==> src/design/serial_line_editor_assert.svh <==
// ----------------------------------------------------------------------------
// serial_line_editor assertion macros
// shorthand for clocked implication checks, gated by the active-low reset
// ----------------------------------------------------------------------------
`ifndef SERIAL_LINE_EDITOR_ASSERT_SVH
`define SERIAL_LINE_EDITOR_ASSERT_SVH

// same-cycle implication
`define SLE_ASSERT_IMP(lbl, ante, cons) \
  lbl: assert property (@(posedge clk_i) disable iff (!rst_ni) (ante) |-> (cons)) \
    else $error("serial_line_editor check failed");

// next-cycle implication
`define SLE_ASSERT_NXT(lbl, ante, cons) \
  lbl: assert property (@(posedge clk_i) disable iff (!rst_ni) (ante) |=> (cons)) \
    else $error("serial_line_editor check failed");

`endif

==> src/design/sle_pkg.sv <==
// ----------------------------------------------------------------------------
// sle_pkg
// shared types and constants of the serial line editor
// ----------------------------------------------------------------------------
package sle_pkg;

  localparam int unsigned ByteW      = 8;
  localparam int unsigned LineLength = 64;
  localparam int unsigned StoreDepth = 64;
  localparam int unsigned AddrW      = $clog2(StoreDepth);
  localparam int unsigned CntW       = $clog2(LineLength + 1);
  localparam int unsigned QDepth     = 2;
  localparam int unsigned QPtrW      = $clog2(QDepth);
  localparam int unsigned QCntW      = $clog2(QDepth + 1);
  localparam int unsigned CfgIdxW    = 1;

  localparam logic [ByteW-1:0] CommitReset = 8'd13;
  localparam logic [ByteW-1:0] EraseReset  = 8'h7f;

  // configuration register indexes
  localparam logic [CfgIdxW-1:0] CfgCommit = 1'b0;
  localparam logic [CfgIdxW-1:0] CfgErase  = 1'b1;

  typedef enum logic [1:0] {
    CmdChar,
    CmdErase,
    CmdCommit
  } cmd_kind_e;

  typedef struct packed {
    cmd_kind_e        kind;
    logic [ByteW-1:0] data;
  } cmd_t;

  typedef enum logic {
    BkIdle,
    BkEmit
  } back_state_e;

  typedef struct packed {
    logic            emitting;
    logic [CntW-1:0] count;
  } back_stat_t;

endpackage

==> src/design/sle_front.sv <==
// ----------------------------------------------------------------------------
// sle_front
// holds the control bytes and classifies each received byte into a command
// ----------------------------------------------------------------------------
module sle_front (
  input  logic                        clk_i,
  input  logic                        rst_ni,
  input  logic                        start_i,
  input  logic [sle_pkg::ByteW-1:0]   rx_byte_i,
  input  logic                        cfg_we_i,
  input  logic [sle_pkg::CfgIdxW-1:0] cfg_idx_i,
  input  logic [sle_pkg::ByteW-1:0]   cfg_data_i,
  input  logic                        q_full_i,
  output logic                        push_o,
  output sle_pkg::cmd_t               cmd_o
);
  import sle_pkg::*;

  logic [ByteW-1:0] commit_q;
  logic [ByteW-1:0] erase_q;

  always_ff @(posedge clk_i or negedge rst_ni) begin
    if (!rst_ni) begin
      commit_q <= CommitReset;
      erase_q  <= EraseReset;
    end else if (cfg_we_i) begin
      case (cfg_idx_i)
        CfgCommit: commit_q <= cfg_data_i;
        CfgErase:  erase_q  <= cfg_data_i;
        default: ;
      endcase
    end
  end

  // commit wins when both control bytes match
  always_comb begin
    cmd_o.data = rx_byte_i;
    if (rx_byte_i == commit_q) begin
      cmd_o.kind = CmdCommit;
    end else if (rx_byte_i == erase_q) begin
      cmd_o.kind = CmdErase;
    end else begin
      cmd_o.kind = CmdChar;
    end
  end

  assign push_o = start_i & ~q_full_i;

endmodule

==> src/design/sle_queue.sv <==
// ----------------------------------------------------------------------------
// sle_queue
// short command queue between the front and back parts
// ----------------------------------------------------------------------------
module sle_queue (
  input  logic          clk_i,
  input  logic          rst_ni,
  input  logic          push_i,
  input  sle_pkg::cmd_t push_cmd_i,
  input  logic          pop_i,
  output sle_pkg::cmd_t head_o,
  output logic          full_o,
  output logic          empty_o
);
  import sle_pkg::*;

  cmd_t             entry_q [QDepth];
  logic [QPtrW-1:0] wr_ptr_q, wr_ptr_d;
  logic [QPtrW-1:0] rd_ptr_q, rd_ptr_d;
  logic [QCntW-1:0] cnt_q, cnt_d;
  logic             do_push;
  logic             do_pop;

  assign full_o  = (cnt_q == QCntW'(QDepth));
  assign empty_o = (cnt_q == '0);
  assign do_push = push_i & ~full_o;
  assign do_pop  = pop_i & ~empty_o;
  assign head_o  = entry_q[rd_ptr_q];

  always_comb begin
    wr_ptr_d = wr_ptr_q;
    rd_ptr_d = rd_ptr_q;
    cnt_d    = cnt_q;
    if (do_push) begin
      wr_ptr_d = (wr_ptr_q == QPtrW'(QDepth - 1)) ? '0 : wr_ptr_q + QPtrW'(1);
    end
    if (do_pop) begin
      rd_ptr_d = (rd_ptr_q == QPtrW'(QDepth - 1)) ? '0 : rd_ptr_q + QPtrW'(1);
    end
    if (do_push && !do_pop) begin
      cnt_d = cnt_q + QCntW'(1);
    end else if (do_pop && !do_push) begin
      cnt_d = cnt_q - QCntW'(1);
    end
  end

  always_ff @(posedge clk_i or negedge rst_ni) begin
    if (!rst_ni) begin
      wr_ptr_q <= '0;
      rd_ptr_q <= '0;
      cnt_q    <= '0;
    end else begin
      wr_ptr_q <= wr_ptr_d;
      rd_ptr_q <= rd_ptr_d;
      cnt_q    <= cnt_d;
    end
  end

  always_ff @(posedge clk_i) begin
    if (do_push) begin
      entry_q[wr_ptr_q] <= push_cmd_i;
    end
  end

endmodule

==> src/design/sle_back.sv <==
// ----------------------------------------------------------------------------
// sle_back
// executes queued commands on the line store and streams committed lines
// ----------------------------------------------------------------------------
module sle_back (
  input  logic                      clk_i,
  input  logic                      rst_ni,
  input  sle_pkg::cmd_t             head_i,
  input  logic                      q_empty_i,
  output logic                      pop_o,
  output logic                      result_valid_o,
  output logic [sle_pkg::ByteW-1:0] line_char_o,
  output logic                      last_char_o,
  output logic                      empty_line_o,
  output sle_pkg::back_stat_t       stat_o
);
  import sle_pkg::*;

  back_state_e      state_q, state_d;
  logic [CntW-1:0]  cnt_q, cnt_d;
  logic [CntW-1:0]  len_q, len_d;
  logic [AddrW-1:0] rd_idx_q, rd_idx_d;
  logic             out_v_q, out_v_d;
  logic             out_last_q, out_last_d;
  logic             out_empty_q, out_empty_d;
  logic             we;
  logic             at_last;
  logic [ByteW-1:0] store_q [StoreDepth];
  logic [ByteW-1:0] rd_data_q;

  assign at_last = ((CntW'(rd_idx_q) + CntW'(1)) == len_q);

  always_comb begin
    state_d     = state_q;
    cnt_d       = cnt_q;
    len_d       = len_q;
    rd_idx_d    = rd_idx_q;
    out_v_d     = 1'b0;
    out_last_d  = 1'b0;
    out_empty_d = 1'b0;
    pop_o       = 1'b0;
    we          = 1'b0;
    case (state_q)
      BkIdle: begin
        if (!q_empty_i) begin
          pop_o = 1'b1;
          case (head_i.kind)
            CmdChar: begin
              if (cnt_q < CntW'(LineLength)) begin
                we    = 1'b1;
                cnt_d = cnt_q + CntW'(1);
              end
            end
            CmdErase: begin
              if (cnt_q != '0) begin
                cnt_d = cnt_q - CntW'(1);
              end
            end
            CmdCommit: begin
              cnt_d = '0;
              if (cnt_q == '0) begin
                out_v_d     = 1'b1;
                out_last_d  = 1'b1;
                out_empty_d = 1'b1;
              end else begin
                len_d    = cnt_q;
                rd_idx_d = '0;
                state_d  = BkEmit;
              end
            end
            default: ;
          endcase
        end
      end
      BkEmit: begin
        // one store read per cycle, result shows up with the read data
        out_v_d    = 1'b1;
        out_last_d = at_last;
        if (at_last) begin
          state_d = BkIdle;
        end else begin
          rd_idx_d = rd_idx_q + AddrW'(1);
        end
      end
      default: state_d = BkIdle;
    endcase
  end

  always_ff @(posedge clk_i or negedge rst_ni) begin
    if (!rst_ni) begin
      state_q     <= BkIdle;
      cnt_q       <= '0;
      out_v_q     <= 1'b0;
      out_last_q  <= 1'b0;
      out_empty_q <= 1'b0;
    end else begin
      state_q     <= state_d;
      cnt_q       <= cnt_d;
      out_v_q     <= out_v_d;
      out_last_q  <= out_last_d;
      out_empty_q <= out_empty_d;
    end
  end

  always_ff @(posedge clk_i) begin
    len_q    <= len_d;
    rd_idx_q <= rd_idx_d;
  end

  // line store, one write and one registered read port
  always_ff @(posedge clk_i) begin
    if (we) begin
      store_q[cnt_q[AddrW-1:0]] <= head_i.data;
    end
    rd_data_q <= store_q[rd_idx_q];
  end

  assign result_valid_o  = out_v_q;
  assign last_char_o     = out_last_q;
  assign empty_line_o    = out_empty_q;
  assign line_char_o     = out_empty_q ? '0 : rd_data_q;
  assign stat_o.emitting = (state_q == BkEmit);
  assign stat_o.count    = cnt_q;

endmodule

==> src/design/serial_line_editor.sv <==
// ----------------------------------------------------------------------------
// serial_line_editor
// line editor with erase for a received serial byte stream
// ----------------------------------------------------------------------------
// usage
// - request channel: rx_byte_i is taken at a rising edge with start_i high and
//   busy_o low; busy_o is high only while the command queue is full
// - config port: cfg_we_i writes cfg_data_i to register cfg_idx_i at the edge
//   (0 = commit byte, reset 13; 1 = erase byte, reset 0x7f); write only when
//   the block is idle
// - result channel: result_valid_o marks one result per cycle; there is no
//   backpressure, every strobed cycle is a delivered result
// - an accepted request sits in the queue on the next cycle, and an idle back
//   end picks it up in that cycle
// - ordinary bytes and erase bytes give no result and leave the back end idle
// - a commit of n characters gives n results on consecutive cycles, after the
//   emit state and the registered store read; last one marked by last_char_o
// - a commit of an empty line gives a single result with line_char_o zero and
//   last_char_o and empty_line_o high, in the cycle after pickup
// - a commit keeps the back end busy for the pickup and then one store read per
//   character on the single read port; requests keep queuing in the two-entry
//   queue meanwhile
// - reset clears the character count and the queue and returns the control
//   bytes to their defaults; the line store itself has no reset and is only
//   read below the count
// ----------------------------------------------------------------------------
module serial_line_editor (
  input  logic                        clk_i,
  input  logic                        rst_ni,
  input  logic                        start_i,
  output logic                        busy_o,
  input  logic [sle_pkg::ByteW-1:0]   rx_byte_i,
  input  logic                        cfg_we_i,
  input  logic [sle_pkg::CfgIdxW-1:0] cfg_idx_i,
  input  logic [sle_pkg::ByteW-1:0]   cfg_data_i,
  output logic                        result_valid_o,
  output logic [sle_pkg::ByteW-1:0]   line_char_o,
  output logic                        last_char_o,
  output logic                        empty_line_o
);
  import sle_pkg::*;

  `include "serial_line_editor_assert.svh"

  // front to queue
  logic       push;
  cmd_t       push_cmd;
  // queue to back
  cmd_t       head;
  logic       q_full;
  logic       q_empty;
  logic       pop;
  back_stat_t stat;

  // front: control byte registers and classification
  sle_front u_front (
    .clk_i      (clk_i),
    .rst_ni     (rst_ni),
    .start_i    (start_i),
    .rx_byte_i  (rx_byte_i),
    .cfg_we_i   (cfg_we_i),
    .cfg_idx_i  (cfg_idx_i),
    .cfg_data_i (cfg_data_i),
    .q_full_i   (q_full),
    .push_o     (push),
    .cmd_o      (push_cmd)
  );

  // decoupling queue
  sle_queue u_queue (
    .clk_i      (clk_i),
    .rst_ni     (rst_ni),
    .push_i     (push),
    .push_cmd_i (push_cmd),
    .pop_i      (pop),
    .head_o     (head),
    .full_o     (q_full),
    .empty_o    (q_empty)
  );

  // back: line store update and line streaming
  sle_back u_back (
    .clk_i          (clk_i),
    .rst_ni         (rst_ni),
    .head_i         (head),
    .q_empty_i      (q_empty),
    .pop_o          (pop),
    .result_valid_o (result_valid_o),
    .line_char_o    (line_char_o),
    .last_char_o    (last_char_o),
    .empty_line_o   (empty_line_o),
    .stat_o         (stat)
  );

  assign busy_o = q_full;

  // accepted request is in the queue on the next cycle
  `SLE_ASSERT_NXT(a_push_lands, start_i && !busy_o, !q_empty)
  // every streaming cycle yields a result in the following cycle
  `SLE_ASSERT_NXT(a_emit_strobes, stat.emitting, result_valid_o)
  // an empty line result is always the end of its line
  `SLE_ASSERT_IMP(a_empty_is_last, result_valid_o && empty_line_o, last_char_o)
  // count never exceeds the line length
  `SLE_ASSERT_IMP(a_count_bound, 1'b1, stat.count <= CntW'(LineLength))

endmodule
==> config.mk <==
export PLATFORM = sky130hd
export DESIGN_NAME = serial_line_editor
export DESIGN_NICKNAME = d
export VERILOG_FILES = /design/src/design/sle_pkg.sv /design/src/design/sle_front.sv /design/src/design/sle_queue.sv /design/src/design/sle_back.sv /design/src/design/serial_line_editor.sv
export VERILOG_INCLUDE_DIRS = /design/src /design/src/design
export SDC_FILE = /design/constraint.sdc
export NUM_CORES = 1
export LEC_CHECK = 0
export ABC_AREA = 1
export BUFFER_PORTS_ARGS = -buffer_cell sky130_fd_sc_hd__clkbuf_2
export CAP_MARGIN = 15
export CORE_MARGIN = 4
export CORE_UTILIZATION = 60
export DETAILED_ROUTE_END_ITERATION = 8
export PLACE_DENSITY = 0.74
export SLEW_MARGIN = 0
export SYNTH_ARGS = -nofsm -noshare
export SYNTH_HDL_FRONTEND = slang
export SYNTH_SLANG_ARGS = --single-unit
==> constraint.sdc <==
create_clock -name clk_i -period 3.28 [get_ports clk_i]
set_input_delay 0.164 -clock clk_i [delete_from_list [all_inputs] [get_ports clk_i]]
set_output_delay 0.164 -clock clk_i [all_outputs]
set_load 0.01 [all_outputs]
== Yosys cells after proc, flatten, opt, wreduce, memory -nomap -nowiden ==
Memory sizes are Yosys's and may differ from the RTL's. A register that Yosys moved wholly into a read port is not among the register bits.
Index checks and enable logic that the tools add are counted.
Cells by class
  add/subtract/negate cells: 8
  magnitude comparators: 1
  equal/unequal tests: 12
  mux-type cells: 36
  bitwise operators: 8
  reduce and logical (&&, ||, !) cells: 15
Operators by type and width (number)
  $mux 6: 4
  $mux 1: 21
  $pmux 7 s3: 1
  $eq 8x8->1: 2
  $mux 7: 2
  $pmux 6 s2: 1
  $mux 8: 1
  $ne 2x2->1 const B: 4
  $reduce_and 4->1: 2
  $add 6x1->7 const B: 1
  $add 7x1->7 const B: 1
  $eq 7x7->1: 1
  $logic_not 7->1: 1
  $lt 7x7->1 const B: 1
  $reduce_bool 7->1: 1
  $sub 7x1->7 const B: 1
  $add 6x1->6 const B: 1
  $mux 2: 3
  $pmux 1 s2: 3
  $not 1->1: 5
  $reduce_and 5->1: 1
  $eq 2x2->1 const B: 2
  $logic_not 2->1: 2
  $ne 2x1->1 const B: 2
  other kinds (10): 16
Storage, ports and cells
  bits in registers: 44
  memory bits (writable): 532
  input port bits: 21
  output and inout bits: 12
  word-level logic and storage cells: 94
  memories kept: 2
Memory list
  u_back.store_q: words 64, width 8, rd ports 1, clocked after Yosys merged registers in 1, write ports 1, RTL line sle_back.sv:28  | logic [ByteW-1:0] store_q [StoreDepth];
  u_queue.entry_q: words 2, width 10, rd ports 1, clocked after Yosys merged registers in 0, write ports 1, RTL line sle_queue.sv:17  | cmd_t entry_q [QDepth];

== Longest topological paths before layout ==
  word-level depth: 8
  mapped depth: 17
  gate-level depth less buffers: 17

== By module ==
A second synthesis with hierarchy kept.
Unflattened totals
  cell total of the unflattened synthesis: 2228
  area, all modules: 24672.4 um^2
By module, submodules not included
  sle_back: times used 1, cells an instance 2009, area an instance 22760.6 um^2, seq. area each 16200.5 um^2
  sle_queue: times used 1, cells an instance 84, area an instance 957.2 um^2, seq. area each 700.7 um^2
  sle_front: times used 1, cells an instance 135, area an instance 954.7 um^2, seq. area each 412.9 um^2

== Worst setup path before layout ==
Ideal clock, no wire load.
  kind: flip-flop to flip-flop
  start point: register u_queue.rd_ptr_q
  end point: memory u_back.store_q[60][0], enable pin
  setup time: 0.370 ns
  data arrival time: 1.632 ns
  data required time: 2.910 ns
  slack: 1.277 ns
  cell stages (with the launch flop): 10
  buffers on the path: 0
  clock period less this slack: 2.003 ns
  cell sequence: dfrtp_1 inv_2 nand2_1 nand2_4 inv_2 nor2_4 nand3_4 nor2_8 nand3_4 nor2_1
On the way
  cells in the longest elaborated chain, start to end: 7
Ends and longest elaborated chain
  start: declaration: RTL line sle_queue.sv:19  | logic [QPtrW-1:0] rd_ptr_q, rd_ptr_d;
  start signal: assignment: RTL line sle_queue.sv:54  | rd_ptr_q <= rd_ptr_d;
  $mem_v2 2x10
  $logic_not 2->1: RTL line sle_back.sv:47  | case (head_i.kind)
  $mux 1: RTL line sle_back.sv:47
  $mux 1: RTL line sle_back.sv:45  | if (!q_empty_i) begin
  $mux 1: RTL line sle_back.sv:43  | case (state_q)
  $mux 1: RTL line sle_back.sv:112  | if (we) begin
  $mux 1 (implied by the code): RTL line sle_back.sv:113  | store_q[cnt_q[AddrW-1:0]] <= head_i.data;
  end: declaration: RTL line sle_back.sv:28
Every way passes these cells.

== Worst setup path after layout ==
  start point: register u_queue.rd_ptr_q
  end point: memory u_back.store_q[16][6], enable pin
The elaborated chain is that of the path after synthesis.

==> metrics <==
area grow syn2layout 10.5%; syn nets 2096; Slowest-stage cell, CP nor2_1; Max Fclk 359 MHz; non-filler cells, final 2663; largest delay contributor family on the critical path simple AND/OR/NAND/NOR gates; yosys warns 0; latest clock arrival within the worst-skew pair 610 ps; Pwr Density 911 nW/um^2; Initial Utilization 60.7%; Placed Cells 2546; total power 24400 uW; IO Port Bufs 32; global route overflow 0; routed via count 16053; Slew HR 38.3%; die area 43600 um^2; RSZ-0062 raised after global routing false; Mapped Area 24200 um^2; CP arrival 3020 ps; DR vias/cell 6.03; Synth top area share 67.7%; placed cell area 24800 um^2; final setup fails 0; total core area 39800 um^2; Die H 209 um; status complete, no violations; IO Count 33; worst slew pin tran 916 ps; fin crit share 85.0%; cell taking the most area after synthesis edfxtp_1; layout cells sized above 1 9.03%; ys async rst share 5.31%; count leader, synth edfxtp_1; drt pass-1 iters 6; Max FO, Critical Path 12; CTS tree done; GRT Util Overall 26.2%; WL final 57600 um; Resized cells post-CTS 0; Setup TNS 0 ps; clk sink count 584; Crit path largest cell delay 640 ps; Post-CTS Setup Inserts 0; Starting DRT DRC Count 2217; Post-synth top cells edfxtp_1 (545), nand2_1 (459), nor2_1 (290); cell row count 73; Inserted Diodes 0; Seq/Total Area, Yosys 71.6%; CTS buffer count 55; Final Max Slew Viols 0; initial antenna violation count 0; crit path capture type flop; Clock Skew 33.1 ps; GP Congestion 0.906; Worst setup SP type flop; worst min-delay path class input pin to flop; Avg Cell Area, Syn 11.7 um^2; Period minus WS final 2790 ps; post-detail-place hpwl 34000 um; CP cell instances inv_2 > nand2_1 > nand2_4 > nor2_4 > nand3_4 > nor2_8 > nand2_2 > nor2_1; kind of critical path flop to flop; Synth cell types 38; Synth area leaders edfxtp_1 (68%), nand2_1 (7.1%), nor2_1 (4.5%); Top FF cell, synth edfxtp_1; H-tree levels 2; worst-case clock buffer depth 3; Root Driver clkbuf_16; first-pass GRT wire length 88100 um; P_leak 0.00965 uW; Worst IR Drop VDD 0.617 mV; fin area 26700 um^2; Final #Nets 2119; Max Cap Viol 0; Chip Width 209 um; drt drc 0; Hold Fails Final Rpt 0; hold_ws 34.2 ps; Syn Inst Count 2072; Required @ worst endpoint 3510 ps; WL per Instance 21.6 um; synthesized flop and latch total 584; EDFF count, synth 545; CP Buf/Inv Count 1; clk slew on worst S/H paths 60 ps; pin count of the biggest net entering global routing 193; number of global-route vias before repair 15681; Final ANT Viol Nets 0
## flip-flops by register name (all words and copies together) (netlist names)
signal,cells
u_back.empty_line_o,1
u_back.rd_idx_q,6
u_front.commit_q,8
u_queue.entry_q,20
u_queue.rd_ptr_q,1
u_queue.wr_ptr_q,1
u_back.last_char_o,1
u_back.len_q,7
u_back.rd_data_q,8
u_queue.cnt_q,2
u_back.store_q,512
u_front.erase_q,8
u_back.result_valid_o,1
u_back.state_q,1
u_back.cnt_q,7
## report_power, final
group	total (uW)	leakage, uW	internal [uW]	switching, uW
Clock	6280	0.000853	3600	2690
Combinational	8250	0.00343	2090	6160
Sequential	9820	0.00537	9490	324
## layer usage
metal | wire (um) | up-vias | track usage (%)
li1 | - | 7281 | -
met1 | 22200 | 7724 | 36.0
met2 | 27900 | 893 | 42.5
met3 | 5450 | 155 | 4.47
met4 | 2080 | 0 | 10.4
met5 | 0 | - | 0
## cell type report
| type | instances | area, um^2 |
|---|---|---|
| flip-flops and latches | 584 | 17300 |
| clock buffers | 63 | 1430 |
| well taps | 525 | 657 |
| inverters | 92 | 350 |
| clock inverters | 37 | 364 |
| fillers | 2782 | 13100 |
| multi-input cells | 1287 | 5970 |
| repair buffers | 75 | 638 |
## worst paths after layout
| kind | start | depth (start not counted) | slack [ps] | to |
|---|---|---|---|---|
| setup / recovery | u_queue.rd_ptr_q$_DFFE_PN0P_ | 8 | 490 | u_back.store_q[16][6]$_DFFE_PP_ |
| hold / removal | start_i | 5 | 30 | u_queue.wr_ptr_q$_DFFE_PN0P_ |
| setup reg to reg | u_queue.rd_ptr_q$_DFFE_PN0P_ | 8 | 490 | u_back.store_q[16][6]$_DFFE_PP_ |
| hold reg to reg | u_front.erase_q[0]$_DFFE_PN1P_ | 2 | 500 | u_front.erase_q[0]$_DFFE_PN1P_ |
| max in group asynchronous | rst_ni | 2 | 2590 | u_back.cnt_q[4]$_DFFE_PN0P_ |
| min in group asynchronous | rst_ni | 2 | 190 | u_front.erase_q[7]$_DFFE_PN0P_ |
## cell families after synthesis
logic type | share of synthesized area, %
xor gates and xnor gates | 0.761
AOI/OAI and AO/OA | 9.42
buffers and inverters | 3.77
and+or+nand+nor | 14.3
DFF | 71.6
adders and majority gates | 0.155
## cell usage in the layout, fill, tap and decap left out, types with 3 or more instances in the layout
cell,n
edfxtp_1,545
nand2_1,450
nor2_1,290
o21ai_0,177
a21oi_1,99
inv_1,81
o22ai_1,65
nand3_1,58
clkbuf_16,56
o21ai_1,45
a21boi_0,32
clkbuf_2,32
dfrtp_1,21
dlygate4sd3_1,17
buf_4,17
nand2_2,16
xnor2_1,14
clkinv_1,13
dfstp_2,10
buf_12,9
inv_2,8
clkinvlp_4,8
clkinv_2,8
dfxtp_1,8
xor2_1,7
clkbuf_1,7
bufinv_16,6
nand4_1,5
nand3_4,5
nor2_4,3
nand2_4,3
ha_1,3
## what timing repair did
item,4_1_cts,5_1_grt
hold buffers,17,0
setup endpoints to repair,0,0
hold endpoints to repair,53,0
## through the flow
step	util [%]	worst slack, ps
finish	67.1	492
global route	67.1	325
CTS	67.1	500
detailed placement	62.2	577
global placement	62.2	650
floorplan	-	1280
## worst register-to-register path: stages, from the launching register on
cell,delay (ps)
dfrtp_1,600
inv_2,180
nand2_1,140
nand2_4,110
nor2_4,140
nand3_4,130
nor2_8,170
nand2_2,300
nor2_1,650
Power figures use the tool's default switching activity.
